## config.mk

```make
export PLATFORM = sky130hd
export DESIGN_NAME = rmst_walk
export DESIGN_NICKNAME = d
export VERILOG_FILES = /design/src/hdl/rmst_pkg.sv /design/src/hdl/rmst_walk.sv
export SDC_FILE = /design/constraint.sdc
export NUM_CORES = 1
export LEC_CHECK = 0
export BUFFER_PORTS_ARGS = -buffer_cell sky130_fd_sc_hd__clkbuf_2
export CAP_MARGIN = 15
export CORE_MARGIN = 4
export CORE_UTILIZATION = 55
export CTS_CLUSTER_DIAMETER = 150
export DETAILED_ROUTE_END_ITERATION = 10
export GPL_ROUTABILITY_DRIVEN = 0
export GPL_TIMING_DRIVEN = 0
export PLACE_DENSITY_LB_ADDON = 0.3
export SLEW_MARGIN = 40
export SYNTH_ARGS = -nofsm -noshare
export SYNTH_HDL_FRONTEND = slang
export SYNTH_SLANG_ARGS = --single-unit
```

## constraint.sdc

```tcl
create_clock -name clk -period 4.7 [get_ports clk]
set_input_delay 0.235 -clock clk [delete_from_list [all_inputs] [get_ports clk]]
set_output_delay 0.235 -clock clk [all_outputs]
set_load 0.02 [all_outputs]
```

## src/hdl/rmst_pkg.sv

```systemverilog
package rmst_pkg;

    localparam int LEAVES  = 1024;
    localparam int LEAF_W  = $clog2(LEAVES);
    localparam int NODE_W  = LEAF_W + 1;
    localparam int BOUND_W = NODE_W + 1;
    localparam int VAL_W   = 64;
    localparam int POS_W   = 10;
    localparam int RANGE_W = 11;
    localparam int IN_DATA_W = 96;

    localparam logic [VAL_W-1:0] CAP_VALUE = VAL_W'(64'd2147483647);

    localparam logic OP_UPDATE = 1'b0;
    localparam logic OP_QUERY  = 1'b1;

    typedef enum logic [2:0] {
        ST_CLEAR,
        ST_IDLE,
        ST_U_READ,
        ST_U_WAIT,
        ST_Q_LO,
        ST_Q_HI,
        ST_Q_DONE
    } walk_state_t;

    typedef struct packed {
        logic               op;
        logic [POS_W-1:0]   position;
        logic [VAL_W-1:0]   new_value;
        logic [RANGE_W-1:0] range_start;
        logic [RANGE_W-1:0] range_end;
    } in_item_t;

    typedef struct packed {
        logic              we;
        logic [NODE_W-1:0] waddr;
        logic [VAL_W-1:0]  wdata;
        logic              re;
        logic [NODE_W-1:0] raddr;
    } mem_req_t;

    function automatic logic [VAL_W-1:0] smin(input logic [VAL_W-1:0] a,
                                               input logic [VAL_W-1:0] b);
        return ($signed(a) < $signed(b)) ? a : b;
    endfunction

    // saturate a range bound to the leaf count and move it to its leaf node
    function automatic logic [BOUND_W-1:0] bound_node(input logic [RANGE_W-1:0] b);
        logic [BOUND_W-1:0] sat;
        sat = (BOUND_W'(b) > BOUND_W'(LEAVES)) ? BOUND_W'(LEAVES) : BOUND_W'(b);
        return sat + BOUND_W'(LEAVES);
    endfunction

endpackage

```

## src/hdl/rmst_walk.sv

```systemverilog
module rmst_walk
    import rmst_pkg::*;
(
    input  logic             clk,
    input  logic             rst_n,
    input  in_item_t         item,
    input  logic             in_valid,
    output logic             in_ready,
    output logic             res_valid,
    output logic [VAL_W-1:0] res_data,
    input  logic             res_ready,
    output mem_req_t         mem_req,
    input  logic [VAL_W-1:0] rd_data
);

    walk_state_t        state_reg, state_next;
    logic [NODE_W-1:0]  clr_cnt_reg, clr_cnt_next;
    logic [NODE_W-1:0]  node_reg, node_next;
    logic [VAL_W-1:0]   cur_reg, cur_next;
    logic [BOUND_W-1:0] lo_reg, lo_next;
    logic [BOUND_W-1:0] hi_reg, hi_next;
    logic [VAL_W-1:0]   acc_reg, acc_next;
    logic               rd_pend_reg, rd_pend_next;
    logic               accept;
    logic [VAL_W-1:0]   parent_val;
    logic [BOUND_W-1:0] hi_dec;

    assign in_ready   = (state_reg == ST_IDLE);
    assign accept     = in_valid && in_ready;
    assign res_valid  = (state_reg == ST_Q_DONE);
    assign res_data   = acc_reg;
    assign parent_val = smin(cur_reg, rd_data);
    assign hi_dec     = hi_reg - BOUND_W'(1);

    always_comb
    begin
        state_next = state_reg;
        case (state_reg)
            ST_CLEAR:
            begin
                if (clr_cnt_reg == '1)
                begin
                    state_next = ST_IDLE;
                end
            end
            ST_IDLE:
            begin
                if (accept)
                begin
                    state_next = (item.op == OP_QUERY) ? ST_Q_LO : ST_U_READ;
                end
            end
            ST_U_READ:
            begin
                state_next = (node_reg == NODE_W'(1)) ? ST_IDLE : ST_U_WAIT;
            end
            ST_U_WAIT:
            begin
                state_next = ST_U_READ;
            end
            ST_Q_LO:
            begin
                state_next = (lo_reg >= hi_reg) ? ST_Q_DONE : ST_Q_HI;
            end
            ST_Q_HI:
            begin
                state_next = ST_Q_LO;
            end
            ST_Q_DONE:
            begin
                if (res_ready)
                begin
                    state_next = ST_IDLE;
                end
            end
            default:
            begin
                state_next = ST_CLEAR;
            end
        endcase
    end

    always_comb
    begin
        clr_cnt_next = clr_cnt_reg;
        node_next    = node_reg;
        cur_next     = cur_reg;
        lo_next      = lo_reg;
        hi_next      = hi_reg;
        acc_next     = acc_reg;
        mem_req      = '0;

        // fold in the node read in the previous cycle
        if (rd_pend_reg && (state_reg == ST_Q_LO || state_reg == ST_Q_HI))
        begin
            acc_next = smin(acc_reg, rd_data);
        end

        case (state_reg)
            ST_CLEAR:
            begin
                mem_req.we    = 1'b1;
                mem_req.waddr = clr_cnt_reg;
                mem_req.wdata = CAP_VALUE;
                clr_cnt_next  = clr_cnt_reg + NODE_W'(1);
            end
            ST_IDLE:
            begin
                if (accept)
                begin
                    if (item.op == OP_UPDATE)
                    begin
                        mem_req.we    = 1'b1;
                        mem_req.waddr = {1'b1, item.position};
                        mem_req.wdata = item.new_value;
                        node_next     = {1'b1, item.position};
                        cur_next      = item.new_value;
                    end
                    else
                    begin
                        lo_next  = bound_node(item.range_start);
                        hi_next  = bound_node(item.range_end);
                        acc_next = CAP_VALUE;
                    end
                end
            end
            ST_U_READ:
            begin
                if (node_reg != NODE_W'(1))
                begin
                    mem_req.re    = 1'b1;
                    mem_req.raddr = node_reg ^ NODE_W'(1);
                end
            end
            ST_U_WAIT:
            begin
                mem_req.we    = 1'b1;
                mem_req.waddr = node_reg >> 1;
                mem_req.wdata = parent_val;
                cur_next      = parent_val;
                node_next     = node_reg >> 1;
            end
            ST_Q_LO:
            begin
                if (lo_reg < hi_reg && lo_reg[0])
                begin
                    mem_req.re    = 1'b1;
                    mem_req.raddr = lo_reg[NODE_W-1:0];
                    lo_next       = lo_reg + BOUND_W'(1);
                end
            end
            ST_Q_HI:
            begin
                if (hi_reg[0])
                begin
                    mem_req.re    = 1'b1;
                    mem_req.raddr = hi_dec[NODE_W-1:0];
                end
                // an odd bound drops its low bit either way
                hi_next = hi_reg >> 1;
                lo_next = lo_reg >> 1;
            end
            ST_Q_DONE:
            begin
            end
            default:
            begin
            end
        endcase

        rd_pend_next = mem_req.re;
    end

    always_ff @(posedge clk or negedge rst_n)
    begin
        if (!rst_n)
        begin
            state_reg   <= ST_CLEAR;
            clr_cnt_reg <= '0;
            rd_pend_reg <= 1'b0;
        end
        else
        begin
            state_reg   <= state_next;
            clr_cnt_reg <= clr_cnt_next;
            rd_pend_reg <= rd_pend_next;
        end
    end

    always_ff @(posedge clk)
    begin
        node_reg <= node_next;
        cur_reg  <= cur_next;
        lo_reg   <= lo_next;
        hi_reg   <= hi_next;
        acc_reg  <= acc_next;
    end

    a_no_same_entry: assert property (@(posedge clk) disable iff (!rst_n)
        (mem_req.we && mem_req.re) |-> (mem_req.waddr != mem_req.raddr))
        else $error("tree write and read hit the same node");

    a_clear_blocks_input: assert property (@(posedge clk) disable iff (!rst_n)
        (state_reg == ST_CLEAR) |-> !in_ready)
        else $error("item taken during clearing pass");

    a_result_complete: assert property (@(posedge clk) disable iff (!rst_n)
        res_valid |-> !rd_pend_reg)
        else $error("result shown with a node read still in flight");

    a_update_root: assert property (@(posedge clk) disable iff (!rst_n)
        (state_reg == ST_U_WAIT) |=> (state_reg == ST_U_READ && node_reg != '0))
        else $error("update walk left the tree");

endmodule

```

==> flow_summary.toml, run 1 <==
[worst_setup_path]
worstPathBufferInverterCount = 3
cp-end-kind = "output pin"
regToRegSetupSlack_ns = 0.72
reg2regPathDepth = 10
critPathLaunchType = "flip-flop"
startpoint = "cur_reg[63]"
crit_end = "mem_req[26]"
path_depth = 12
crit_required_ns = 4.47
slowest_stage = "nor4_2"
crit_family = "simple AND/OR/NAND/NOR gates"
path_cells = "ha_1 > nand4_1 > nor4_2 > nand3_1 > nand4b_1 > o221ai_2 > xor2_4 > buf_12 > buf_8 > mux2i_1 > o21ai_1 > clkbuf_2"
crit_arrival_ns = 4.10
r2r_start = "res_data[63]"
r2r_end = "res_data[4]"
max_stage_delay_ns = 0.52
crit_fanout = 10
critPathKind = "flip-flop to output pin"

[hold_path]
min_path_type = "input pin to flip-flop"

[timing]
setup_ws_ns = 0.363
rsz0062_at_grt = "no"
drv_slew = 0
fin_crit_ns = 4.34
setup_viol = 0
finalSetupTns_ns = 0
timing.final.hold_violations = 0
worst_pin_slew_ns = 0.824
fin_skew_ns = 0.0164
slew_headroom_pct = 45.1
whs_ns = 0.0700
fmax_mhz = 231
period_share_pct = 92.3

[routing]
vias_per_cell = 6.09
initialDrtViolationCount = 1434
wl_per_cell_um = 19.9
drt-total-wl_mm = 42.3
antenna_left = 0
vias = 12900
drt_first_pass_iters = 7
drc_errors = 0

[outcome]
status = "complete, no violations"

[logic_synthesis]
async_flop_share_pct = 8.43
yosysSeqAreaShare_pct = 36.5
ys_warn_count = 0
synth_top_area_share_pct = 23.4
ys_ff_latch = 178
synthCells = 1475
synth.distinct_cells = 67
synth_top_cells_by_area = "edfxtp_1, ha_1, dfxtp_1"
synth_edf_count = 99
synth_area_sq_mm = 0.0127
syn_area_per_cell_sq_um = 8.60
ys.flop_type = "edfxtp_1"
synth_nets = 1780
yosys.area.top_type = "edfxtp_1"

[global_routing]
grt_pass1_wl_mm = 66.4
first_global_vias = 12700
antenna_found_initial = 5
grt_max_degree = 29
grt_use_total_pct = 32.0
gr-total-overflow = 0

[finish]
final_util_pct = 67.8
area_growth_pct = 20.9
drive_above_1_share_pct = 21.3
nNetsFinal = 2126

[floorplan]
io_pins = 319
initial_utilization_pct = 56.0
coreArea_sq_mm = 0.0226
fp-row-count = 55
die_y_um = 160
die-area_sq_mm = 0.0256
die_w_um = 160

[power_and_ir_drop]
powerDensity_mw_per_mm2 = 252
ir_worst_vdd_v = 0.000197
finalPower_uw = 3870
leakage_uw = 0.00719

[clock_tree]
numCtsBuffers = 17
root_buffer = "clkbuf_16"
clk_latency_ns = 0.44
cts_tree = "built"
clock_sinks = 178
ctsHtreeMaxLevel = 4
cts_resized = 0
cts_buffer_depth = 2
cts.clk_slew.worst_paths_ns = 0.08

[placed_design]
pre_cts_ws_ns = 0.587
dp_hpwl_mm = 32.7
port_buffers = 318

[job]
drv_cap = 0
cell type report:
class / instances / area [sq um]
well taps: 285 / 357
plain buffers: 92 / 450
flip-flops and latches: 178 / 4630
repair buffers: 327 / 1700
fillers: 1861 / 7290
diodes: 3 / 7.51
clock inverters: 12 / 120
multi-input cells: 1114 / 7280
inverters: 91 / 342
clock buffers: 20 / 457
stage by stage:
step,std cells,area (sq um)
2_1_floorplan,1475,12700
3_3_place_gp,2078,14600
3_5_place_dp,2081,14700
4_1_cts,2114,15300
5_1_grt,2122,15300
6_report,2122,15300
cell families (layout without fill, tap and decap cells):
group | count (synthesis) | after routing | synth area share (%)
compound gates | 469 | 469 | 21.1
xor+xnor | 21 | 21 | 1.60
fa+ha+maj | 140 | 140 | 13.8
buf+inv | 183 | 542 | 6.24
flops | 178 | 178 | 36.5
mux | 66 | 66 | 5.22
other cells | 0 | 3 | 0
simple gates | 418 | 418 | 15.6
power by group:
group          switching [uW]  internal [uW]  leakage (uW)  total, uW
Clock                     668            769      0.000267       1440
Combinational             425            294       0.00517        719
Sequential               33.2           1680       0.00175       1710
Total                    1130           2740       0.00719       3870
tightest hold or removal path: stages:
cell and delay [ns]:
clkbuf_2 0.10, o21ai_0 0.07, a21oi_1 0.06
cell usage after synthesis (2+ instances only):
| cell type | instances |
|---|---|
| a2111oi_0 | 4 |
| a211o_1 | 4 |
| a211oi_1 | 5 |
| a21o_1 | 13 |
| a21oi_1 | 151 |
| a221o_1 | 6 |
| a222oi_1 | 10 |
| a31oi_1 | 2 |
| a32oi_1 | 11 |
| and2_1 | 2 |
| and3_1 | 9 |
| and4_1 | 5 |
| buf_2 | 6 |
| buf_4 | 8 |
| buf_8 | 6 |
| clkbuf_1 | 71 |
| dfrtp_1 | 15 |
| dfxtp_1 | 64 |
| edfxtp_1 | 99 |
| ha_1 | 140 |
| inv_1 | 91 |
| mux2i_1 | 65 |
| nand2_1 | 199 |
| nand2b_1 | 18 |
| nand3_1 | 62 |
| nand3b_1 | 7 |
| nand4_1 | 23 |
| nor2_1 | 32 |
| nor2b_1 | 8 |
| nor3_1 | 35 |
| nor3b_1 | 2 |
| nor4_1 | 5 |
| nor4_2 | 2 |
| o211ai_1 | 5 |
| o21a_1 | 4 |
| o21ai_0 | 88 |
| o21ai_1 | 147 |
| or4_1 | 4 |
| xnor2_1 | 11 |
| xor2_1 | 9 |
per-layer routing:
metal / track usage (%) / vias to the layer above / share of wire [%]
met5: 0 / - / 0.069
met4: 13.2 / 4 / 4.1
met3: 5.78 / 110 / 8.8
met2: 52.8 / 696 / 46
met1: 41.7 / 6027 / 41
li1: - / 6091 / -
how the worst min path moves through the flow:
stage | slack [ns] | cells past startpoint | endpoint | startpoint
after global routing | 0.07 | 3 | res_data[36] | rd_data[36]
after floorplan | -0.06 | 0 | clr_cnt_reg[0] | rst_n
after detailed placement | 0.16 | 1 | clr_cnt_reg[9] | rst_n
after global placement | 0.16 | 1 | clr_cnt_reg[9] | rst_n
final | 0.07 | 3 | res_data[36] | rd_data[36]
after CTS | 0.06 | 3 | res_data[36] | rd_data[36]
placed cells by master (no fill, tap or decap), types with 12 or more instances in the layout:
master | Yosys | routed
a21o_1 | 13 | 13
a21oi_1 | 151 | 150
buf_4 | 8 | 12
clkbuf_1 | 71 | 72
clkbuf_16 | 0 | 17
clkbuf_2 | 0 | 318
dfrtp_1 | 15 | 15
dfxtp_1 | 64 | 64
edfxtp_1 | 99 | 99
ha_1 | 140 | 140
inv_1 | 91 | 91
mux2i_1 | 65 | 65
nand2_1 | 199 | 198
nand2b_1 | 18 | 18
nand3_1 | 62 | 62
nand4_1 | 23 | 23
nor2_1 | 32 | 31
nor3_1 | 35 | 35
o21ai_0 | 88 | 88
o21ai_1 | 147 | 147
timing repair:
item                       in CTS  in global routing
hold buffers                    1                  0
buffers inserted                0                  5
hold endpoints to repair       15                  0
setup endpoints to repair       0                 23
No activity file was read; power rests on OpenSTA's default activity.
==> inputs of run 2 (changes only) <==
Settings changed: ABC_AREA from default to 1.
==> flow_summary.toml, run 2 <==
[finish]
final_cell_mix = "nand2_1, clkbuf_2, nand3_1, inv_1, ha_1"
layout_commonest_cell = "nand2_1"
n_antenna_cell = 0
area_growth_pct = 19.9
drive_above_1_share_pct = 21.1
nNetsFinal = 2444
finish.instance_area_sq_mm = 0.0159
final_util_pct = 67.4

[logic_synthesis]
async_flop_share_pct = 8.43
synth_top_cells_by_area = "edfxtp_1, nand2_1, ha_1"
synth_edf_count = 99
yosysSeqAreaShare_pct = 34.9
synth_nets = 2104
synthCells = 1799
synth_top_area_share_pct = 22.4
synth_area_sq_mm = 0.0133
ys_top_cells_by_count = "nand2_1, nand3_1, inv_1"
synth.distinct_cells = 45
ys.flop_type = "edfxtp_1"
ys_warn_count = 0
yosys.area.top_type = "edfxtp_1"
syn_area_per_cell_sq_um = 7.37
ys_ff_latch = 178
yosysMostFrequentCell = "nand2_1"

[floorplan]
die_w_um = 163
die-area_sq_mm = 0.0267
die_y_um = 163
initial_utilization_pct = 56.2
fp-row-count = 56
coreArea_sq_mm = 0.0236
io_pins = 319

[timing]
fmax_mhz = 283
period_share_pct = 75.2
drv_slew = 0
slew_headroom_pct = 38.4
fin_skew_ns = 0.0172
rsz0062_at_grt = "no"
worst_pin_slew_ns = 0.924
setup_viol = 0
fin_crit_ns = 3.54
timing.final.hold_violations = 0
finalSetupTns_ns = 0

[routing]
vias = 14000
antenna_left = 0
drc_errors = 0
drt_first_pass_iters = 6
drt-total-wl_mm = 43.1
vias_per_cell = 5.66
initialDrtViolationCount = 1422
wl_per_cell_um = 17.4

[hold_path]
min_path_cells = 3
min_path_type = "input pin to flip-flop"
min_from = "rd_data[9]"

[global_routing]
grt_use_total_pct = 31.3
grt_max_degree = 39
use_met1_pct = 40.0
grt_util_met3_pct = 5.43
antenna_found_initial = 0
met2_usage_pct = 52.2
first_global_vias = 13500
gr-total-overflow = 0
grt_busiest_layer = "met2"
grt_pass1_wl_mm = 66.8

[clock_tree]
cts.clk_slew.worst_paths_ns = 0.08
root_buffer = "clkbuf_16"
clk_latency_ns = 0.44
ctsHtreeMaxLevel = 4
numCtsBuffers = 17
cts_setup_buffers = 0
cts_resized = 0
cts_tree = "built"
clock_sinks = 178
cts_buffer_depth = 2

[power_and_ir_drop]
powerDensity_mw_per_mm2 = 588
ir_worst_vdd_v = 0.000443
leakage_uw = 0.00872

[job]
drv_cap = 0

[worst_setup_path]
critPathLaunchType = "flip-flop"
r2r_start = "state_reg[1]"
critPathKind = "flip-flop to output pin"
crit_required_ns = 4.47
startpoint = "cur_reg[63]"
crit_arrival_ns = 3.30
crit_fanout = 10
cp-end-kind = "output pin"
reg2regPathDepth = 11

[placed_design]
placed_area_sq_mm = 0.0153
dp_hpwl_mm = 33.4
port_buffers = 318

[outcome]
status = "complete, no violations"
## run 2: cell types whose count changed in the layout (fill, tap and decap cells not counted), moves of 16 or more
cell      change
buf_2        +22
clkbuf_1     -33
nand3_2      +45
nand3_1     +165
nand2b_1     -18
o21ai_1     -147
a21oi_1      -21
o21ai_0      -32
mux2i_1      -65
inv_1       +129
nor3_1       -22
nor2_1       +71
nand2_1     +317
buf_6        +16
## run 2: stage by stage
step / hold WS [ns] / total power [uW] / setup slack (ns) / cells
6_report: 0.0531 / 9350 / 1.16 / 2471
5_1_grt: 0.0545 / 9960 / 0.965 / 2471
4_1_cts: 0.0356 / 9280 / 1.22 / 2471
3_5_place_dp: 0.177 / 7810 / 1.65 / 2438
3_3_place_gp: 0.172 / 7620 / 0.0591 / 2436
2_1_floorplan: -0.0606 / 6060 / 1.06 / 1799
## run 2: layer usage
layer | share of wire [%] | routed length, um
met5 | 0 | 0
met4 | 4.0 | 1720
met1 | 40 | 17100
met2 | 47 | 20200
met3 | 9.4 | 4040
## run 2: worst paths after layout
check                      slack (ns)              to
setup / recovery                 1.16     mem_req[74]
hold / removal                   0.05     res_data[9]
setup reg to reg                 1.58     cur_reg[33]
hold reg to reg                  0.49  clr_cnt_reg[7]
max in group asynchronous        4.10    state_reg[1]
min in group asynchronous        0.29     rd_pend_reg
## run 2: cell families after synthesis
logic type | count (synthesis) | share of synthesized area, %
flops | 178 | 34.9
compound gates | 229 | 9.62
buf+inv | 306 | 9.88
xor+xnor | 9 | 0.594
simple gates | 937 | 31.8
fa+ha+maj | 140 | 13.2
## run 2: worst max-delay path, stage by stage, from the launching register on
cell and delay, ns:
edfxtp_1 0.40, ha_1 0.45, nand4_1 0.16, nor2_1 0.17, nand2_1 0.19, nor4b_2 0.28
nand2_1 0.15, nand2_1 0.10, nand2_2 0.08, nand2_4 0.17, buf_2 0.30, nand2_1 0.08
nand3_1 0.10, nand2_1 0.10, clkbuf_2 0.17
## run 2: repair_timing
| item | in CTS | in global routing |
|---|---|---|
| hold buffers | 1 | 0 |
| endpoints found under the setup margin | 0 | 0 |
| endpoints found under the hold margin | 15 | 0 |
## run 2: cell type report
cell class,instances,area (sq um)
Tap cell,319,399
Clock inverter,15,165
Clock buffer,17,425
Buffer,85,482
Timing Repair Buffer,321,1630
Multi-Input combinational cell,1315,7350
Inverter,221,830
Sequential cell,178,4630
Fill cell,2045,7700
## run 2: report_power, final
group,total [uW],leakage (uW),internal [uW],switching [uW]
sequential,2740,0.00165,2310,433
clock,1470,0.000293,758,708
combinational,5150,0.00678,1670,3470
total,9350,0.00872,4740,4620
==> inputs of run 3 (changes only) <==
Clock period 4.7 ns to 3.53 ns, I/O delays scaled along.
==> flow_summary.toml, run 3 (synthesis gave the netlist of run 2 again) <==
[floorplan]
coreArea_sq_mm = 0.0236
die-area_sq_mm = 0.0267
fp-row-count = 56
die_w_um = 163
io_pins = 319
initial_utilization_pct = 56.2
die_y_um = 163

[worst_setup_path]
crit_required_ns = 3.35
cp-end-kind = "output pin"
reg2regPathDepth = 7
critPathLaunchType = "flip-flop"
critPathKind = "flip-flop to output pin"
crit_arrival_ns = 3.16
crit_fanout = 10

[global_routing]
antenna_found_initial = 2
first_global_vias = 13600
grt_pass1_wl_mm = 67.3
gr-total-overflow = 0
grt_max_degree = 69
grt_use_total_pct = 31.6

[timing]
setup_ws_ns = 0.192
timing.final.hold_violations = 0
period_share_pct = 94.6
drv_slew = 0
setup_viol = 0
worst_pin_slew_ns = 0.802
fin_crit_ns = 3.34
fmax_mhz = 300
fin_skew_ns = 0.0176
slew_headroom_pct = 46.4

[clock_tree]
clk_latency_ns = 0.45
cts.clk_slew.worst_paths_ns = 0.07
cts_tree = "built"
numCtsBuffers = 17
root_buffer = "clkbuf_16"
cts_buffer_depth = 2
clock_sinks = 178
ctsHtreeMaxLevel = 4
cts_setup_buffers = 0

[routing]
drt-total-wl_mm = 43.5
initialDrtViolationCount = 1546
drc_errors = 0
drt_first_pass_iters = 5
vias_per_cell = 5.66
vias = 14100
wl_per_cell_um = 17.4
antenna_left = 0

[job]
drv_cap = 0

[placed_design]
pre_cts_ws_ns = 0.643
dp_hpwl_mm = 33.2
placed_area_sq_mm = 0.0153
port_buffers = 318

[power_and_ir_drop]
powerDensity_mw_per_mm2 = 770
internal_power_uw = 6290
ir_worst_vdd_v = 0.000515
seqPwrFrac_pct = 29.0
leakage_uw = 0.00884
p_switching_uw = 6210
pwr-share-comb_pct = 55.2
clockPowerShare_pct = 15.7
p_sw_share_pct = 49.6

[finish]
nNetsFinal = 2471
area_growth_pct = 22.4
layout_commonest_cell = "nand2_1"
final_cell_mix = "nand2_1, clkbuf_2, nand3_1, inv_1, ha_1"
drive_above_1_share_pct = 21.0
n_antenna_cell = 0
finish.instance_area_sq_mm = 0.0162

[hold_path]
min_path_cells = 3
min_path_type = "input pin to flip-flop"

[outcome]
status = "complete, no violations"
## run 3: power groups by stage
stage	Combinational (uW)	Clock (uW)	Sequential, uW
6_report	6910	1970	3630
5_1_grt	7580	2070	3700
4_1_cts	6810	1980	3610
3_3_place_gp	6480	0	3640
3_5_place_dp	6740	0	3650
2_1_floorplan	4090	0	3970
## run 3: final timing paths
check	start	endpoint	slack, ns
max in group asynchronous	rst_n	rd_pend_reg	3.05
min reg2reg	clr_cnt_reg[7]	clr_cnt_reg[7]	0.48
max reg2reg	state_reg[2]	hi_reg[11]	0.58
min	item[10]	hi_reg[11]	0.01
max	cur_reg[63]	mem_req[74]	0.19
min in group asynchronous	rst_n	clr_cnt_reg[2]	0.18
## run 3: critical path, stage by stage, from the launching register on
cell      delay [ns]
edfxtp_1        0.41
ha_2            0.43
nand4_1         0.14
nor2_1          0.16
nand2_1         0.17
nor4b_2         0.28
nand2_1         0.14
nand2_1         0.09
nand2_2         0.07
nand2_4         0.17
clkbuf_4        0.26
nand2_1         0.07
nand3_1         0.09
nand2_1         0.09
clkbuf_2        0.16
## run 3: repair_timing
action	CTS	global route
hold buffers	28	0
resized for setup	0	11
hold endpoints to repair	42	0
setup endpoints to repair	0	49
## run 3: metal layers
metal | vias up | track usage, % | share of wire [%]
met3 | 133 | 5.96 | 10
met2 | 823 | 52.8 | 47
met1 | 6426 | 39.9 | 39
met4 | 4 | 14.3 | 3.7
met5 | - | 0 | 0.078
li1 | 6753 | - | -
## run 3: metrics by stage
step / util (%) / TNS, ns / cells / hold slack, ns / total power, uW
global route: 68.8 / -0.00308 / 2498 / 0.0209 / 13300
floorplan: - / 0 / 1799 / -0.119 / 8060
global placement: 64.6 / 0 / 2436 / 0.112 / 10100
finish: 68.8 / 0 / 2498 / 0.0143 / 12500
CTS: 68.7 / 0 / 2498 / 0.00298 / 12400
detailed placement: 64.9 / 0 / 2438 / 0.113 / 10400
## run 3: cell type report
cell class / instances / area [sq um]
fillers: 1956 / 7370
multi-input cells: 1315 / 7370
flip-flops and latches: 178 / 4630
repair buffers: 348 / 1910
inverters: 221 / 830
plain buffers: 85 / 498
clock buffers: 17 / 425
well taps: 319 / 399
clock inverters: 15 / 184
